### src/design/split_trimmed_mean_resistance_macros.svh
// assertion macros for the split trimmed mean resistance block
// used by the top level, which provides clk_i and rst_ni
`ifndef SPLIT_TRIMMED_MEAN_RESISTANCE_MACROS_SVH
`define SPLIT_TRIMMED_MEAN_RESISTANCE_MACROS_SVH

// same-cycle implication, checked outside reset
`define STMR_ASSERT_IMP(lbl, ante, cons, msg) \
  lbl: assert property (@(posedge clk_i) disable iff (!rst_ni) (ante) |-> (cons)) \
    else $error(msg);

// next-cycle implication, checked outside reset
`define STMR_ASSERT_NXT(lbl, ante, cons, msg) \
  lbl: assert property (@(posedge clk_i) disable iff (!rst_ni) (ante) |=> (cons)) \
    else $error(msg);

`endif

### src/design/stmr_pkg.sv
// shared types and constants of the split trimmed mean resistance block
// no dependencies
package stmr_pkg;

  localparam int unsigned SAMPLE_W = 12;
  localparam int unsigned OUT_W    = 16;
  localparam int unsigned CFG_IW   = 3;
  localparam int unsigned CFG_DW   = 16;

  localparam logic [CFG_IW-1:0] CFG_SPLIT_THRESHOLD = 3'd0;
  localparam logic [CFG_IW-1:0] CFG_TRIM_COUNT      = 3'd1;
  localparam logic [CFG_IW-1:0] CFG_MIN_COUNT       = 3'd2;
  localparam logic [CFG_IW-1:0] CFG_SCALE_Q16       = 3'd3;
  localparam logic [CFG_IW-1:0] CFG_LIMIT_MILLIOHM  = 3'd4;

  localparam logic [OUT_W-1:0] OVER_LIMIT = 16'hFFFF;

  typedef enum logic [8:0] {
    S_LOAD  = 9'b000000001,
    S_FEED  = 9'b000000010,
    S_DRAIN = 9'b000000100,
    S_DIVH  = 9'b000001000,
    S_DIVL  = 9'b000010000,
    S_HIST  = 9'b000100000,
    S_MULT  = 9'b001000000,
    S_DIVR  = 9'b010000000,
    S_EMIT  = 9'b100000000
  } state_e;

  typedef struct packed {
    logic preset;
    logic insert;
    logic drain;
  } sort_ctrl_t;

endpackage

### src/design/stmr_sort_cell.sv
// one cell of the insertion sorting chain
// depends on stmr_pkg
module stmr_sort_cell import stmr_pkg::*; (
  input  logic                clk_i,
  input  sort_ctrl_t          ctrl_i,
  input  logic [SAMPLE_W-1:0] x_i,
  input  logic [SAMPLE_W-1:0] left_v_i,
  input  logic                left_lt_i,
  input  logic [SAMPLE_W-1:0] right_v_i,
  output logic [SAMPLE_W-1:0] v_o,
  output logic                lt_o
);

  logic [SAMPLE_W-1:0] v_q;

  assign lt_o = x_i < v_q;
  assign v_o  = v_q;

  // empty cells hold all ones, so they behave as the largest value
  always_ff @(posedge clk_i) begin
    if (ctrl_i.preset) begin
      v_q <= '1;
    end else if (ctrl_i.insert) begin
      if (lt_o) begin
        v_q <= left_lt_i ? left_v_i : x_i;
      end
    end else if (ctrl_i.drain) begin
      v_q <= right_v_i;
    end
  end

endmodule

### config.mk
export PLATFORM = sky130hd
export DESIGN_NAME = stmr_sort_cell
export DESIGN_NICKNAME = d
export VERILOG_FILES = /design/src/design/split_trimmed_mean_resistance_macros.svh /design/src/design/stmr_pkg.sv /design/src/design/stmr_sort_cell.sv
export SDC_FILE = /design/constraint.sdc
export NUM_CORES = 1
export LEC_CHECK = 0
export BUFFER_PORTS_ARGS = -buffer_cell sky130_fd_sc_hd__buf_4
export CORE_UTILIZATION = 50
export CTS_CLUSTER_DIAMETER = 80
export DETAILED_ROUTE_END_ITERATION = 10
export GPL_TIMING_DRIVEN = 0
export PLACE_DENSITY_LB_ADDON = 0.05
export RECOVER_POWER = 25
export SLEW_MARGIN = 10
export SYNTH_ARGS = -nofsm -noshare
export SYNTH_HDL_FRONTEND = slang
export SYNTH_SLANG_ARGS = --single-unit
### constraint.sdc
create_clock -name clk_i -period 3.1 [get_ports clk_i]
set_clock_uncertainty 0.05 [all_clocks]
set_input_delay 0.31 -clock clk_i [delete_from_list [all_inputs] [get_ports clk_i]]
set_output_delay 0.31 -clock clk_i [all_outputs]
set_load 0.02 [all_outputs]
==> results.yml <==
status:
  run_status: "finished, final reports clean"
die:
  dieArea_um2: 2620
  num_io_pins: 54
  die_w_um: 51.2
  initial_utilization_pct: 53.7
  core_area_um2: 2250
  die_height_um: 51.2
  placementRows: 17
pwr:
  power_uw: 521
  clockPowerShare_pct: 19.9
  ir_worst_vdd_uv: 245
  powerDensity_nw_per_um2: 319
  p_int_uw: 323
  p_seq_share_pct: 33.9
  power.switching_uw: 198
  comb_power_share_pct: 46.2
  p_sw_share_pct: 37.9
  p_leak_uw: 0.000810
timing:
  fmax_ghz: 0.383
  period_needed_ps: 2610
  maxSlewViolCount: 0
  hold_slack_ps: 191
  slew_headroom_pct: 61.6
  fin_tns_setup_ps: 0
  layout_worst_path_cycle_share_pct: 84.3
  hold_viol: 0
  finalSetupViolations: 0
  rsz0062_at_grt: "false"
  worstMarginPinSlew_ps: 577
routing:
  dr_total_vias: 1502
  wl_per_cell_um: 15.8
  drc: 0
  dr.pass1.iters: 4
  routed_wl_um: 3890
  via_per_inst: 6.11
  drtAntennaViolNets: 0
  drt_iter0_markers: 64
synth:
  netlist_area_um2: 1210
  synth_area_leaders: "dfxtp_1 20%, ha_1 11%, mux2i_1 9.9%"
  ys_top_cells_by_count: "15 x nor2_1, 14 x nand2_1"
  ys_types: 25
  synth-edff-count: 0
  synth_nets: 215
  seq_area_frac_synth_pct: 19.9
  yosysWarnings: 0
  ys_ff_latch: 12
  synth_top_area_share_pct: 19.9
  synthArstFlopShare_pct: 0
  yosysMostFrequentCell: "nor2_1"
  syn_area_per_cell_um2: 7.42
  synth_top_area_cell: "dfxtp_1"
  synth_cells: 163
  yosys_most_used_dff: "dfxtp_1"
hold_path:
  whs_path_depth: 2
  min_from: "ctrl_i[2]"
  holdPathEnd: "v_o[7]$_SDFFE_PP1P_"
  hold_path.class: "input port to flop"
run:
  drv_cap: 0
clock_network:
  cts_made_buffers: 3
  htree_levels: 1
  postCtsHoldBufs: 0
  clkSlewWorstSetupHoldPaths_ps: 90
  postCtsResizedCells: 0
  clock-sinks: 12
  postCtsSetupRepairBufs: 0
  clockBufferDepth: 2
  clk_latency_ps: 270
  root_buffer: "clkbuf_4"
  cts_tree: "built"
placement:
  place.detailed.hpwl_um: 2900
  placedCellCount: 243
  gp_congestion: 0.926
  port_buffers: 52
global_routing:
  grt_pass1_wl_um: 6310
  grt_overflow: 0
  grt_max_degree: 11
  antenna_found_initial: 0
  grt_pass1_vias: 1463
  grt_usage_pct: 32.1
layout:
  finish.utilization_pct: 72.5
  instances_no_fill: 246
  nets: 272
  largest_register_ffs: 12
  drive_gt1_share_pct: 28.0
  antenna_cells: 0
  areaGrowthSynthToFinish_pct: 35.2
worst_setup_path:
  critPathKind: "flop to output port"
  worstPathArrival_ps: 2250
  ff2ff_path_depth: 9
  r2r_end: "v_o[1]$_SDFFE_PP1P_"
  crit_path_start_kind: "flop"
  crit_fanout: 10
  r2r-start: "v_o[5]$_SDFFE_PP1P_"
  critical_path_required_ps: 2740
  end_kind: "output port"
  ff2ff_setup_slack_ps: 840
==> cells by family after synthesis <==
logic type                 after synthesis  synth area share (%)
AOI/OAI and AO/OA                       45                  26.7
adders and majority gates               11                  11.4
buffers and inverters                   25                  9.00
DFF                                     12                  19.9
muxes                                   12                  9.93
and+or+nand+nor                         58                  23.2
==> power groups by stage <==
stage / Combinational (µW) / Sequential (µW) / Clock [µW]
6_report: 241 / 176 / 104
3_3_place_gp: 235 / 179 / 0
4_1_cts: 243 / 176 / 102
2_1_floorplan: 125 / 197 / 0
3_5_place_dp: 242 / 180 / 0
5_1_grt: 263 / 178 / 109
==> per-stage QoR <==
step           worst slack, ps  area [µm²]
3_3_place_gp               838        1640
2_1_floorplan              911        1210
5_1_grt                    361        1640
4_1_cts                    512        1660
6_report                   487        1640
3_5_place_dp               817        1640
==> placed cells by master (no fill, tap or decap) <==
cell	Yosys	final
a21o_1	2	2
a21oi_1	4	4
dfxtp_1	12	12
buf_2	3	3
nor2_1	15	15
ha_1	11	11
a31o_2	5	5
inv_1	12	12
buf_4	1	47
mux2i_1	12	12
o21ai_0	2	2
a31oi_1	11	11
nand4_1	2	2
clkbuf_4	0	3
clkbuf_1	8	14
a31o_1	7	7
buf_6	1	1
nor2b_1	1	1
nor3b_2	1	1
or3_1	12	12
a21oi_2	1	1
o21ai_1	1	1
nand2_1	14	14
nand3_1	12	12
a211oi_1	12	12
nor3_1	1	1
==> how the worst max path moves through the flow <==
stage,start,end,slack (ps),depth (start not counted)
floorplan,v_o[11]$_SDFFE_PP1P_,lt_o,910,8
global placement,x_i[5],lt_o,840,9
detailed placement,x_i[5],lt_o,820,9
CTS,v_o[5]$_SDFFE_PP1P_,lt_o,510,9
global route,v_o[5]$_SDFFE_PP1P_,lt_o,360,9
finish,v_o[5]$_SDFFE_PP1P_,lt_o,490,9
==> final cells by class <==
cell class,count,area [µm²]
plain buffers,13,63.8
flip-flops and latches,12,240
inverters,12,45.0
multi-input cells,126,861
fillers,187,619
well taps,28,35.0
clock buffers,3,22.5
repair buffers,52,368
==> layer usage <==
layer / global-route usage [%] / up-vias / share of wire (%)
met3: 5.65 / 8 / 7.9
met1: 38.1 / 703 / 41
met5: 0 / - / 0
met2: 56.1 / 79 / 51
li1: - / 712 / -
met4: 13.4 / 0 / 0.90
==> worst max-delay path, stage by stage (launching register included) <==
cell and delay, ps:
dfxtp_1 340, inv_1 80, ha_1 300, a21o_1 110, nand3_1 90, a21oi_2 290
buf_2 280, buf_2 260, nor2_1 80, buf_4 160
Power figures use the tool's default switching activity.
