**config.mk**
```make
export PLATFORM = sky130hd
export DESIGN_NAME = stmr_div
export DESIGN_NICKNAME = d
export VERILOG_FILES = /design/src/design/split_trimmed_mean_resistance_macros.svh /design/src/design/stmr_div.sv
export SDC_FILE = /design/constraint.sdc
export NUM_CORES = 1
export LEC_CHECK = 0
export BUFFER_PORTS_ARGS = -buffer_cell sky130_fd_sc_hd__buf_2
export CELL_PAD_IN_SITES_DETAIL_PLACEMENT = 0
export CELL_PAD_IN_SITES_GLOBAL_PLACEMENT = 1
export CORE_ASPECT_RATIO = 1.75
export CORE_MARGIN = 3
export CORE_UTILIZATION = 38
export DETAILED_ROUTE_END_ITERATION = 8
export GPL_TIMING_DRIVEN = 1
export PLACE_DENSITY = 0.82
export SKIP_LAST_GASP = 1
export SLEW_MARGIN = 20
export SYNTH_ARGS = -nofsm -noshare
export SYNTH_HDL_FRONTEND = slang
export SYNTH_SLANG_ARGS = --single-unit
```
**constraint.sdc**
```tcl
create_clock -name clk_i -period 2.4 [get_ports clk_i]
set_clock_uncertainty 0.15 [all_clocks]
set_input_delay 0.6 -clock clk_i [delete_from_list [all_inputs] [get_ports clk_i]]
set_output_delay 0.6 -clock clk_i [all_outputs]
set_load 0.005 [all_outputs]
```
**src/design/split_trimmed_mean_resistance_macros.svh**
```systemverilog
// assertion macros for the split trimmed mean resistance block
// used by the top level, which provides clk_i and rst_ni
`ifndef SPLIT_TRIMMED_MEAN_RESISTANCE_MACROS_SVH
`define SPLIT_TRIMMED_MEAN_RESISTANCE_MACROS_SVH

// same-cycle implication, checked outside reset
`define STMR_ASSERT_IMP(lbl, ante, cons, msg) \
  lbl: assert property (@(posedge clk_i) disable iff (!rst_ni) (ante) |-> (cons)) \
    else $error(msg);

// next-cycle implication, checked outside reset
`define STMR_ASSERT_NXT(lbl, ante, cons, msg) \
  lbl: assert property (@(posedge clk_i) disable iff (!rst_ni) (ante) |=> (cons)) \
    else $error(msg);

`endif

```
**src/design/stmr_div.sv**
```systemverilog
// restoring divider, one quotient bit per cycle
// no package dependencies
module stmr_div #(
  parameter int unsigned DVW = 20,
  parameter int unsigned DSW = 9
) (
  input  logic           clk_i,
  input  logic           rst_ni,
  input  logic           start_i,
  input  logic [DVW-1:0] dividend_i,
  input  logic [DSW-1:0] divisor_i,
  output logic           done_o,
  output logic [DVW-1:0] quotient_o
);

  localparam int unsigned CW = $clog2(DVW);

  logic [DVW-1:0] quo_q, quo_d;
  logic [DSW-1:0] rem_q, rem_d, dvs_q;
  logic [CW-1:0]  cnt_q;
  logic           busy_q, done_q;
  logic [DSW:0]   trial;
  logic           ge;

  assign trial = {rem_q, quo_q[DVW-1]};
  assign ge    = trial >= {1'b0, dvs_q};

  always_comb begin
    quo_d = {quo_q[DVW-2:0], ge};
    rem_d = ge ? DSW'(trial - {1'b0, dvs_q}) : trial[DSW-1:0];
  end

  always_ff @(posedge clk_i or negedge rst_ni) begin
    if (!rst_ni) begin
      busy_q <= 1'b0;
      done_q <= 1'b0;
      cnt_q  <= '0;
    end else begin
      done_q <= 1'b0;
      if (start_i) begin
        busy_q <= 1'b1;
        cnt_q  <= '0;
      end else if (busy_q) begin
        cnt_q <= cnt_q + 1'b1;
        if (cnt_q == CW'(DVW - 1)) begin
          busy_q <= 1'b0;
          done_q <= 1'b1;
        end
      end
    end
  end

  always_ff @(posedge clk_i) begin
    if (start_i) begin
      quo_q <= dividend_i;
      rem_q <= '0;
      dvs_q <= divisor_i;
    end else if (busy_q) begin
      quo_q <= quo_d;
      rem_q <= rem_d;
    end
  end

  assign done_o     = done_q;
  assign quotient_o = quo_q;

endmodule

```
==> impl_results.md <==
* Result of the run: finished with violations
* Violated checks: negative setup slack
* Required time reported for the critical path endpoint at 2.44 ns
* Post-Synthesis Cell Area at 2280 um2
* Count of boundary I/O pins at 53
* Leading post-synthesis cells by cell area: edfxtp_1 (38%), mux2_2 (9.9%), dfxtp_1 (7.9%)
* Global-route wire length before repair at 7890 um
* Area of the die at 7020 um2
* Post-route insts no fill at 318
* Largest area contributor in the synthesized netlist: edfxtp_1
* Antenna violations before repair at 0
* Critical Path Max Stage Delay at 0.39 ns
* Library cell contributing the largest single delay on the critical path: edfxtp_1
* Final routed DRC violation total at 0
* Transition time at the pin with the least slew margin at 0.470 ns
* Number of cell rows at 36
* Total area of multi-input combinational cells at 1010 um2
* Power consumption at 2530 uW
* Iteration count of the initial detailed-routing pass at 4
* Clock-pin slew of the registers on the worst-case setup and hold paths at 0.09 ns
* Final net count at 284
* Crit path arrival time at 2.52 ns
* Via count of the first global-routing pass at 1,653
* Avg Cell Area, Syn at 12.6 um2
* Width of the chip at 64.6 um
* Kind of end point of the critical path: flop
* Initial Util at 0.403
* GRT Total Usage at 0.151
* Sequential cell area at 1230 um2
* Final cell area excluding filler cells at 2840 um2
* Skew-Pair Late Insertion Delay at 0.31 ns
* Max rail drop VDD at 611 uV
* Setup repair after global routing missed its margin: yes
* Root Driver: clkbuf_8
* FF+latch count, synth at 45
* Highest fanout seen on the critical path at 6
* Post-Place Cell Area at 2680 um2
* Final Worst Setup Slack at -0.0765 ns
* # clock sinks at 45
* Most numerous cell on the critical path: a211oi_4
* Crit path cell chain: inv_1, ha_2, inv_2, fa_2, a211oi_4, o31ai_4, a211oi_4, buf_6, mux2i_2, a211oi_2
* Number of max-cap violations at 0
* I/O Buffers at 52
* Min-Delay Path Class: in -> reg
* Global placement routability congestion at 0.750
* Post-Route Setup TNS at -0.295 ns
* TritonCTS clock tree: yes
* Achievable clock frequency at 0.404 GHz
* Post-DRT Antenna Nets at 0
* Post-synth cell types at 44
* Post-Syn Instances at 181
* Count of fill cells added during filler insertion at 548
* Count of flip-flops with a built-in enable after synthesis at 29
* Area fraction of the dominant cell type after synthesis at 0.381
* Final HPWL DP at 3560 um
* Largest net degree at the start of global routing at 27
* Height of the chip at 109 um
* Min Tclk post-route at 2.48 ns
* Setup slack of the worst register-to-register path at -0.08 ns
* Final hold vios at 0
* Iter 0 DRT Violations at 27
* Final Setup Violations at 7
* Final clock period utilization by the worst path at 1.03
* Sum of overflow across all layers after global routing at 0
* Layout area overhead at 24.5%
* Fraction of synthesis flops using an asynchronous set or reset pin at 0.156
* Slew Limit Headroom at 0.687
* Category of the most critical setup path: reg -> reg
* Detail-routed via count per cell at 5.01
* Pwr dens at 888 nW/um2
* Fraction of final layout cells with drive strength greater than 1 at 0.455
* Clock buffers created by TritonCTS at 5
* Total wirelength of the detailed-routed design at 4760 um
* Routed wirelength normalized by instance count at 15.0 um
* Syn. warnings at 0
* Level count of the clock H-tree at 2
* Synthesized net count at 224
* Max Root-Sink Buffers at 2
* Final Max Slew Viols at 0
* Leakage Power at 0.00127 uW
* Placed Cells at 307
* Seq/Total Area, Yosys at 0.537
* Count of vias placed by the detailed router at 1,592
* Ys flop type: edfxtp_1
* Type of element launching the critical path: flop
* Core box area at 5680 um2
* Hold slack at 0.317 ns
* Diodes inserted at 0
[cell families after synthesis]
family / synth area share
DFF: 0.537
AOI/OAI and AO/OA: 0.0991
adders and majority gates: 0.0635
muxes: 0.120
buffers and inverters: 0.0411
and+or+nand+nor: 0.101
xor gates and xnor gates: 0.0383
[critical path: cells and delay by family, from the launching register on]
family          cells  cell delay (ns)
flops               1             0.39
compound gates      4             0.78
fa+ha+maj           2             0.54
buf+inv             3             0.29
mux                 1             0.22
[per-stage QoR]
stage	worst slack (ns)	utilization
final	-0.0765	0.501
after global routing	-0.228	0.501
after CTS	-0.0445	0.495
after detailed placement	-0.0410	0.471
after global placement	0.0431	0.471
after floorplan	-0.184	-
[state kept, by name, indices dropped and copies added, names as in the netlist]
name	flops
quotient_o	20
dvs_q	9
rem_q	9
cnt_q	5
busy_q	1
done_o	1
[final cells by class]
cell class                 instances  share of cell area
sequential                        45               0.431
multi-input combinational        115               0.357
timing repair buffer              62               0.126
clock buffer                       7              0.0339
tap                               76              0.0334
inverter                          12              0.0158
clock inverter                     1             0.00308
[metal layers]
metal / global-route usage / vias up / part of all wire
li1: - / 782 / -
met1: 0.159 / 751 / 0.37
met2: 0.271 / 46 / 0.56
met3: 0.0291 / 13 / 0.034
met4: 0.0938 / 0 / 0.040
met5: 0 / - / 0
[what timing repair did]
action	in CTS	in global routing
gates resized for setup	1	11
setup buffers	2	0
endpoints found under the setup margin	8	10
cloned	0	0
hold endpoints to repair	7	0
pin swaps	1	4
hold buffers	1	0
[synthesized netlist by cell type, types with 2 or more instances]
cell type	count
nor3_1	2
buf_1	2
or3b_2	2
dfrtp_1	7
nand2b_1	2
mux2i_1	5
a211oi_1	4
mux2_2	20
nand4b_1	2
a311oi_1	2
xnor2_1	4
a21o_1	4
clkbuf_1	5
inv_1	12
nand2_1	5
nand4_1	4
nor2_1	16
o21ai_0	2
ha_1	10
edfxtp_1	29
dfxtp_1	9
xor2_1	6
o311ai_0	2
a21oi_1	3
buf_6	2
or2_2	2
[power by group]
part / total (uW) / switching, uW / internal [uW]
Sequential: 1060 / 108 / 955
Clock: 535 / 269 / 266
Combinational: 928 / 466 / 462
[layout by cell type (no fill, tap or decap), types with 3 or more instances in the layout]
master | netlist | routed
a211oi_1 | 4 | 3
a21o_1 | 4 | 4
a21oi_1 | 3 | 3
buf_2 | 0 | 52
buf_4 | 0 | 6
clkbuf_8 | 0 | 7
dfrtp_1 | 7 | 7
dfxtp_1 | 9 | 9
edfxtp_1 | 29 | 29
ha_1 | 10 | 9
inv_1 | 12 | 11
mux2_2 | 20 | 20
mux2i_1 | 5 | 4
nand2_1 | 5 | 4
nand4_1 | 4 | 4
nor2_1 | 16 | 16
xnor2_1 | 4 | 4
xor2_1 | 6 | 6
[worst paths after layout]
path	cells past startpoint	to	from
max	10	rem_q[6]	quotient_o[19]
min	1	dvs_q[4]	divisor_i[4]
max reg2reg	10	rem_q[6]	quotient_o[19]
min reg2reg	2	rem_q[4]	rem_q[4]
min in group asynchronous	2	cnt_q[2]	rst_ni
max in group asynchronous	2	busy_q	rst_ni
No activity file was read; power rests on OpenSTA's default activity.
